==> config.mk <==
export PLATFORM = sky130hd
export DESIGN_NAME = ddsp_merge
export DESIGN_NICKNAME = d
export VERILOG_FILES = /design/src/sv/ddsp_pkg.sv /design/src/sv/ddsp_merge.sv
export SDC_FILE = /design/constraint.sdc
export NUM_CORES = 1
export LEC_CHECK = 0
export BUFFER_PORTS_ARGS = -buffer_cell sky130_fd_sc_hd__buf_2
export CORE_MARGIN = 1
export CORE_UTILIZATION = 41
export DETAILED_ROUTE_END_ITERATION = 8
export GPL_TIMING_DRIVEN = 0
export HOLD_SLACK_MARGIN = 0.05
export MAX_ROUTING_LAYER = met4
export PLACE_DENSITY = 0.83
export SLEW_MARGIN = 20
export SYNTH_ARGS = -nofsm -noshare
export SYNTH_HDL_FRONTEND = slang
export SYNTH_SLANG_ARGS = --single-unit
==> constraint.sdc <==
create_clock -name clk_i -period 1.2 [get_ports clk_i]
set_input_delay 0.12 -clock clk_i [delete_from_list [all_inputs] [get_ports clk_i]]
set_output_delay 0.12 -clock clk_i [all_outputs]
set_load 0.03 [all_outputs]
==> src/sv/ddsp_pkg.sv <==
`timescale 1ns / 1ps
// ---------------------------------------------------------------------------
// ddsp_pkg
// Shared types, register codes and constants of the differential drive
// speed controller.
// ---------------------------------------------------------------------------
package ddsp_pkg;

  localparam int unsigned TICKS_PER_SECOND   = 10;
  localparam int unsigned GAIN_FRACTION_BITS = 12;

  localparam int unsigned COUNT_W  = 16;
  localparam int unsigned DELTA_W  = 17;
  localparam int unsigned SPEED_W  = 16;
  localparam int unsigned GAIN_W   = 16;
  localparam int unsigned LIMIT_W  = 15;
  localparam int unsigned DUTY_W   = 10;
  localparam int unsigned DIR_W    = 3;
  localparam int unsigned SUM_W    = 37;

  localparam int unsigned IN_TDATA_W  = 72;
  localparam int unsigned OUT_TDATA_W = 112;
  localparam int unsigned CFG_IDX_W   = 3;
  localparam int unsigned CFG_DATA_W  = 16;

  localparam logic [GAIN_W-1:0]  KP_RESET      = 16'd819;
  localparam logic [GAIN_W-1:0]  KI_RESET      = 16'd328;
  localparam logic [GAIN_W-1:0]  KD_RESET      = 16'd41;
  localparam logic [LIMIT_W-1:0] TARGET_RESET  = 15'd2500;
  localparam logic [LIMIT_W-1:0] ILIMIT_RESET  = 15'd5000;
  localparam logic [LIMIT_W-1:0] GLITCH_RESET  = 15'd6000;
  localparam logic [DUTY_W-1:0]  MAXDUTY_RESET = 10'd1023;

  typedef enum logic [CFG_IDX_W-1:0] {
    REG_KP      = 3'd0,
    REG_KI      = 3'd1,
    REG_KD      = 3'd2,
    REG_TARGET  = 3'd3,
    REG_ILIMIT  = 3'd4,
    REG_GLITCH  = 3'd5,
    REG_MAXDUTY = 3'd6
  } ddsp_reg_e;

  typedef enum logic [DIR_W-1:0] {
    DIR_HALT       = 3'd0,
    DIR_FWD        = 3'd1,
    DIR_BWD        = 3'd2,
    DIR_TURN_LEFT  = 3'd3,
    DIR_TURN_RIGHT = 3'd4
  } ddsp_dir_e;

  typedef struct packed {
    logic [GAIN_W-1:0]  kp_gain;
    logic [GAIN_W-1:0]  ki_gain;
    logic [GAIN_W-1:0]  kd_gain;
    logic [LIMIT_W-1:0] target_speed;
    logic [LIMIT_W-1:0] integral_limit;
    logic [LIMIT_W-1:0] glitch_limit;
    logic [DUTY_W-1:0]  max_duty;
  } ddsp_cfg_t;

  // Stage loads and the per-item controls that stage C needs
  typedef struct packed {
    logic ld_a;
    logic ld_b;
    logic ld_c;
    logic ld_d;
    logic clear;
    logic drive;
  } ddsp_ctrl_t;

  typedef struct packed {
    logic signed [DELTA_W-1:0] delta_right;
    logic signed [DELTA_W-1:0] delta_left;
    logic signed [SPEED_W-1:0] speed_right;
    logic signed [SPEED_W-1:0] speed_left;
    logic [DUTY_W-1:0]         duty_right_reverse;
    logic [DUTY_W-1:0]         duty_right_forward;
    logic [DUTY_W-1:0]         duty_left_reverse;
    logic [DUTY_W-1:0]         duty_left_forward;
  } ddsp_result_t;

endpackage

==> src/sv/ddsp_merge.sv <==
`timescale 1ns / 1ps
// ---------------------------------------------------------------------------
// ddsp_merge
// Steers the two side duties onto the four H-bridge channels and holds the
// finished result in the output register.
// ---------------------------------------------------------------------------
module ddsp_merge (
  input  logic                                  clk_i,
  input  logic                                  ld_i,
  input  ddsp_pkg::ddsp_dir_e                   dir_i,
  input  logic [ddsp_pkg::DUTY_W-1:0]           duty_left_i,
  input  logic [ddsp_pkg::DUTY_W-1:0]           duty_right_i,
  input  logic signed [ddsp_pkg::SPEED_W-1:0]   speed_left_i,
  input  logic signed [ddsp_pkg::SPEED_W-1:0]   speed_right_i,
  input  logic signed [ddsp_pkg::DELTA_W-1:0]   delta_left_i,
  input  logic signed [ddsp_pkg::DELTA_W-1:0]   delta_right_i,
  output ddsp_pkg::ddsp_result_t                result_o
);

  ddsp_pkg::ddsp_result_t res_d, res_q;

  always_comb begin
    res_d                    = '0;
    res_d.speed_left         = speed_left_i;
    res_d.speed_right        = speed_right_i;
    res_d.delta_left         = delta_left_i;
    res_d.delta_right        = delta_right_i;
    case (dir_i)
      ddsp_pkg::DIR_FWD: begin
        res_d.duty_left_forward  = duty_left_i;
        res_d.duty_right_forward = duty_right_i;
      end
      ddsp_pkg::DIR_BWD: begin
        res_d.duty_left_reverse  = duty_left_i;
        res_d.duty_right_reverse = duty_right_i;
      end
      ddsp_pkg::DIR_TURN_LEFT: begin
        res_d.duty_left_reverse  = duty_left_i;
        res_d.duty_right_forward = duty_right_i;
      end
      ddsp_pkg::DIR_TURN_RIGHT: begin
        res_d.duty_left_forward  = duty_left_i;
        res_d.duty_right_reverse = duty_right_i;
      end
      // stop and unused codes: all channels off
      default: begin
      end
    endcase
  end

  always_ff @(posedge clk_i) begin
    if (ld_i) begin
      res_q <= res_d;
    end
  end

  assign result_o = res_q;

endmodule

==> results.toml, run 1 <==
[critical_path]
cp_max_fo = 1
critPathLaunchType = "flop"
critPathMaxStageDelay_ps = 400
worstSetupPathType = "flop to primary output"
cp_num_buf_inv = 1
slowest_stage = "edfxtp_1"
path_delay_family = "flip-flops"
endpoint_kind = "primary output"
arrival_ps = 960
path_cells = "buf_2"
crit_required_ps = 1080

[run]
maxCapViolCount = 0

[power_and_ir_drop]
powerDensity_mw_per_mm2 = 1410
p_leak_nw = 2.34
power_w = 0.00791
ir_drop_mv = 0.827

[clock_tree]
clk_path_buf_depth = 2
cts-resized-gates = 0
cts_sinks = 106
cts_made_buffers = 9
tritoncts = "built"
cts_htree_levels = 3
clk_pin_slew_ps = 110
cts.root.buffer_cell = "clkbuf_8"

[hold_path]
hold_class = "primary input to flop"

[synthesis]
synth_cell_types = 6
synth_top_cell_by_area = "edfxtp_1"
yosysWarnings = 0
syn_area_mm2 = 0.00350
synthTopCellsByArea = "edfxtp_1, nor3b_1, and2_1"
synthCells = 152
netlist.area_leader.share_pct = 91.1
yosysSeqAreaShare_pct = 91.1
syn-num-nets = 243
ys_seq_elements = 106
synth_area_per_cell_um2 = 23.0

[floorplanning]
std_cell_rows = 33
fp.dieW_um = 94.3
die_h_um = 94.3
ios = 197
core_area_mm2 = 0.00822
start_util_pct = 42.5
dieArea_mm2 = 0.00890

[placed_design]
dp_cells = 454
io_buffers = 196
gp_congestion = 0.664
dp_hpwl_mm = 5.59

[sta]
rsz0062_at_grt = "no"
finalSetupViolCount = 0
tightestPinTransition_ps = 856
hold_violations = 0
slew_headroom_pct = 42.5
slew_violations = 0
finalCriticalPeriod_ps = 1080
max_freq_mhz = 922
period_share_pct = 90.4

[final_layout]
fill_cells = 550
drive_gt1_share_pct = 47.9
multi_input_area_um2 = 305
nNetsFinal = 531
final_util_pct = 68.5
n_antenna_cell = 0
largest_register_ff_count = 106
ff_latch_area_mm2 = 0.00318
area_delta_synth_final_pct = 61.0
fin_cells = 550

[routing]
drt_iter0_markers = 54
drt_wl_total_mm = 8.76
ant_nets = 0
avgRoutedWirePerCell_um = 15.9
drc = 0
drtPass1Iterations = 4
routed_via_density = 4.53
vias = 2490

[global_routing]
antenna_found_initial = 0
grt_pass1_wl_mm = 12.6
grt_max_degree = 66
grt_usage_pct = 20.2
grt_overflow = 0
grt_pass1_vias = 2583

[run_status]
outcome = "complete, no violations"
stage by stage:
step | setup TNS [ps] | hold slack (ps) | instance area [um2] | setup slack [ps]
6_report | 0 | 66.2 | 5630 | 115
4_1_cts | 0 | 50.5 | 5630 | 116
3_5_place_dp | -3250 | 298 | 4640 | -205
3_3_place_gp | -105600 | 298 | 4610 | -978
5_1_grt | 0 | 59.0 | 5630 | 64.9
2_1_floorplan | 0 | 219 | 3500 | 252
cells in the final DEF (no fill, tap or decap):
cell	synthesis	layout
nor2b_1	2	2
inv_8	0	2
buf_2	0	195
clkbuf_1	2	2
clkinvlp_4	0	1
and2_1	20	20
clkinv_4	0	2
clkbuf_8	0	9
dlygate4sd3_1	0	80
xnor2_1	2	2
inv_6	0	1
nor3b_1	20	20
buf_16	0	1
edfxtp_1	106	106
clkinv_2	0	1
buf_6	0	1
layer usage:
metal	share of wire, %	routed length [um]	track usage [%]	vias to the layer above
met5	0	0	-	-
met4	2.4	212	8.33	0
met3	7.5	657	5.23	20
met1	37	3220	21.1	1180
met2	53	4660	36.1	125
li1	-	-	-	1165
cells by family (layout without fill, tap and decap cells):
kind of cell | after synthesis | count (layout) | share of synthesized area [%]
buf+inv | 2 | 295 | 0.215
xor+xnor | 2 | 2 | 0.501
simple gates | 42 | 42 | 8.23
flops | 106 | 106 | 91.1
where the power goes:
group	total, W	switching (W)	internal, W
sequential	0.00446	0.0000764	0.00439
combinational	0.00140	0.000895	0.000507
clock	0.00205	0.00125	0.000795
total	0.00791	0.00223	0.00569
synthesized netlist by cell type:
cell type / number
edfxtp_1: 106
and2_1: 20
nor3b_1: 20
clkbuf_1: 2
nor2b_1: 2
xnor2_1: 2
area by class of cell:
cell class,count,area share [%]
sequential,106,56.6
clock inverter,7,1.09
buffer,2,0.133
clock buffer,9,2.20
tap,105,2.33
multi-input combinational,44,5.42
timing repair buffer,277,32.3
repair_timing:
action,in CTS,in global routing
buffers inserted,0,0
endpoints found under the hold margin,80,0
hold buffers,80,0
path summary, 6_finish.rpt:
check | startpoint | endpoint | slack, ps | cells after the start
max | result_o[98]$_DFFE_PP_ | result_o[98] | 120 | 1
min | duty_left_i[3] | result_o[13]$_SDFFCE_PN0P_ | 70 | 2
Power figures use the tool's default switching activity.
==> run 2, diff against run 1 <==
--- a/config.mk
+++ b/config.mk
@@ -12,7 +12,7 @@
 export GPL_TIMING_DRIVEN = 0
 export HOLD_SLACK_MARGIN = 0.05
 export MAX_ROUTING_LAYER = met4
-export PLACE_DENSITY = 0.83
+export PLACE_DENSITY = 0.76
 export SLEW_MARGIN = 20
 export SYNTH_ARGS = -nofsm -noshare
 export SYNTH_HDL_FRONTEND = slang
==> run 2 against run 1 <==
  * Non-clock buffer count increased by 4
  * Hold slack improved by 8.7 ps
  * Final area is 0.51% higher
  * Sequential power about the same
  * Final cell count is 0.55% higher
  * Maximum frequency is 2.3% higher
  * Count of clock-buffer cells in the layout is the same
  * First-iteration DRC count increased by 19%
  * Worst setup slack better by 24 ps
==> results.toml, run 2 (synthesized netlist as in run 1, its figures left out) <==
[power_and_ir_drop]
powerDensity_mw_per_mm2 = 1390
pwr-share-seq_pct = 56.8
p_leak_nw = 2.35
clkPwrFrac_pct = 25.2
netSwitchingFraction_pct = 27.6
comb_power_share_pct = 18.0
p_int_w = 0.00567
p_sw_w = 0.00216
ir_drop_mv = 0.764

[global_routing]
antenna_found_initial = 0
grt_max_degree = 66
grt_usage_pct = 18.5
grt_overflow = 0
grt_pass1_vias = 2476
grt_pass1_wl_mm = 11.7

[final_layout]
drive_gt1_share_pct = 47.3
layout_commonest_cell = "buf_2"
area_delta_synth_final_pct = 61.8
largest_register_ff_count = 106
ff_latch_area_mm2 = 0.00318
final_area_mm2 = 0.00566
multi_input_area_um2 = 305
fill_cells = 597
n_antenna_cell = 0
fin_cells = 553
layout_common_cells = "buf_2, edfxtp_1, dlygate4sd3_1, nor3b_1, and2_1"
nNetsFinal = 535

[clock_tree]
clk_path_buf_depth = 2
cts.root.buffer_cell = "clkbuf_8"
cts_made_buffers = 9
tritoncts = "built"
clk_pin_slew_ps = 110
cts_sinks = 106
cts_htree_levels = 3

[floorplanning]
fp.dieW_um = 94.3
die_h_um = 94.3
start_util_pct = 42.5
dieArea_mm2 = 0.00890
ios = 197
core_area_mm2 = 0.00822
std_cell_rows = 33

[run_status]
outcome = "complete, no violations"

[critical_path]
endpoint_kind = "primary output"
cp_max_fo = 1
arrival_ps = 940
critPathLaunchType = "flop"
crit_required_ps = 1080
worstSetupPathType = "flop to primary output"
critPathMaxStageDelay_ps = 390
path_cells = "buf_2"
path_delay_family = "flip-flops"
slowest_stage = "edfxtp_1"
cp_num_buf_inv = 1

[routing]
ant_nets = 0
drtPass1Iterations = 4
avgRoutedWirePerCell_um = 14.8
routed_via_density = 4.49
drc = 0
vias = 2484
drt_iter0_markers = 64
drt_wl_total_mm = 8.20

[sta]
rsz0062_at_grt = "no"
tightestPinTransition_ps = 877
slew_headroom_pct = 41.1
finalSetupViolCount = 0
hold_violations = 0
max_freq_mhz = 943
fin_ws_ps = 140
slew_violations = 0
finalCriticalPeriod_ps = 1060
period_share_pct = 88.3

[run]
maxCapViolCount = 0

[placed_design]
dp_hpwl_mm = 5.38
dpl_cell_area_mm2 = 0.00464
dp_slack_ps = -204
gp_congestion = 0.645
io_buffers = 196
dp_cells = 454

[hold_path]
hold_class = "primary input to flop"
[run 2: through the flow]
| step | setup TNS (ps) | util [%] | hold WS [ps] | total power, W |
|---|---|---|---|---|
| global route | 0 | 68.8 | 67.0 | 0.00814 |
| floorplan | 0 | - | 219 | 0.00522 |
| finish | 0 | 68.8 | 74.9 | 0.00784 |
| detailed placement | -3180 | 56.5 | 298 | 0.00573 |
| CTS | 0 | 68.7 | 54.1 | 0.00791 |
| global placement | -106800 | 56.1 | 297 | 0.00569 |
[run 2: power by group through the flow]
stage          clock network (W)  registers (W)  logic [W]
3_5_place_dp                   0        0.00454    0.00119
3_3_place_gp                   0        0.00453    0.00116
4_1_cts                  0.00205        0.00446    0.00140
6_report                 0.00198        0.00445    0.00141
5_1_grt                  0.00218        0.00448    0.00148
2_1_floorplan                  0        0.00514  0.0000745
[run 2: layout make-up]
type	count	share of cell area (%)
clock buffer	9	2.19
multi-input combinational	44	5.40
clock inverter	6	0.885
tap	105	2.32
buffer	2	0.133
sequential	106	56.3
timing repair buffer	281	32.8
[run 2: routing by layer]
metal / wire length (um) / track usage [%] / share of wire, % / up-vias
met5: 0 / - / 0 / -
met4: 114 / 6.03 / 1.4 / 0
met3: 582 / 4.27 / 7.1 / 13
met2: 4390 / 33.2 / 54 / 126
met1: 3110 / 20.2 / 38 / 1176
li1: - / - / - / 1169
[run 2: worst paths after layout]
kind | from | endpoint | slack (ps) | cells after the start
max | result_o[68]$_DFFE_PP_ | result_o[68] | 140 | 1
min | duty_right_i[3] | result_o[23]$_SDFFCE_PN0P_ | 70 | 2
[run 2: timing repair]
action | 4_1_cts | 5_1_grt
gates resized for setup | 0 | 0
endpoints found under the setup margin | 0 | 0
hold buffers | 83 | 1
hold endpoints to repair | 83 | 1
setup buffers | 0 | 0
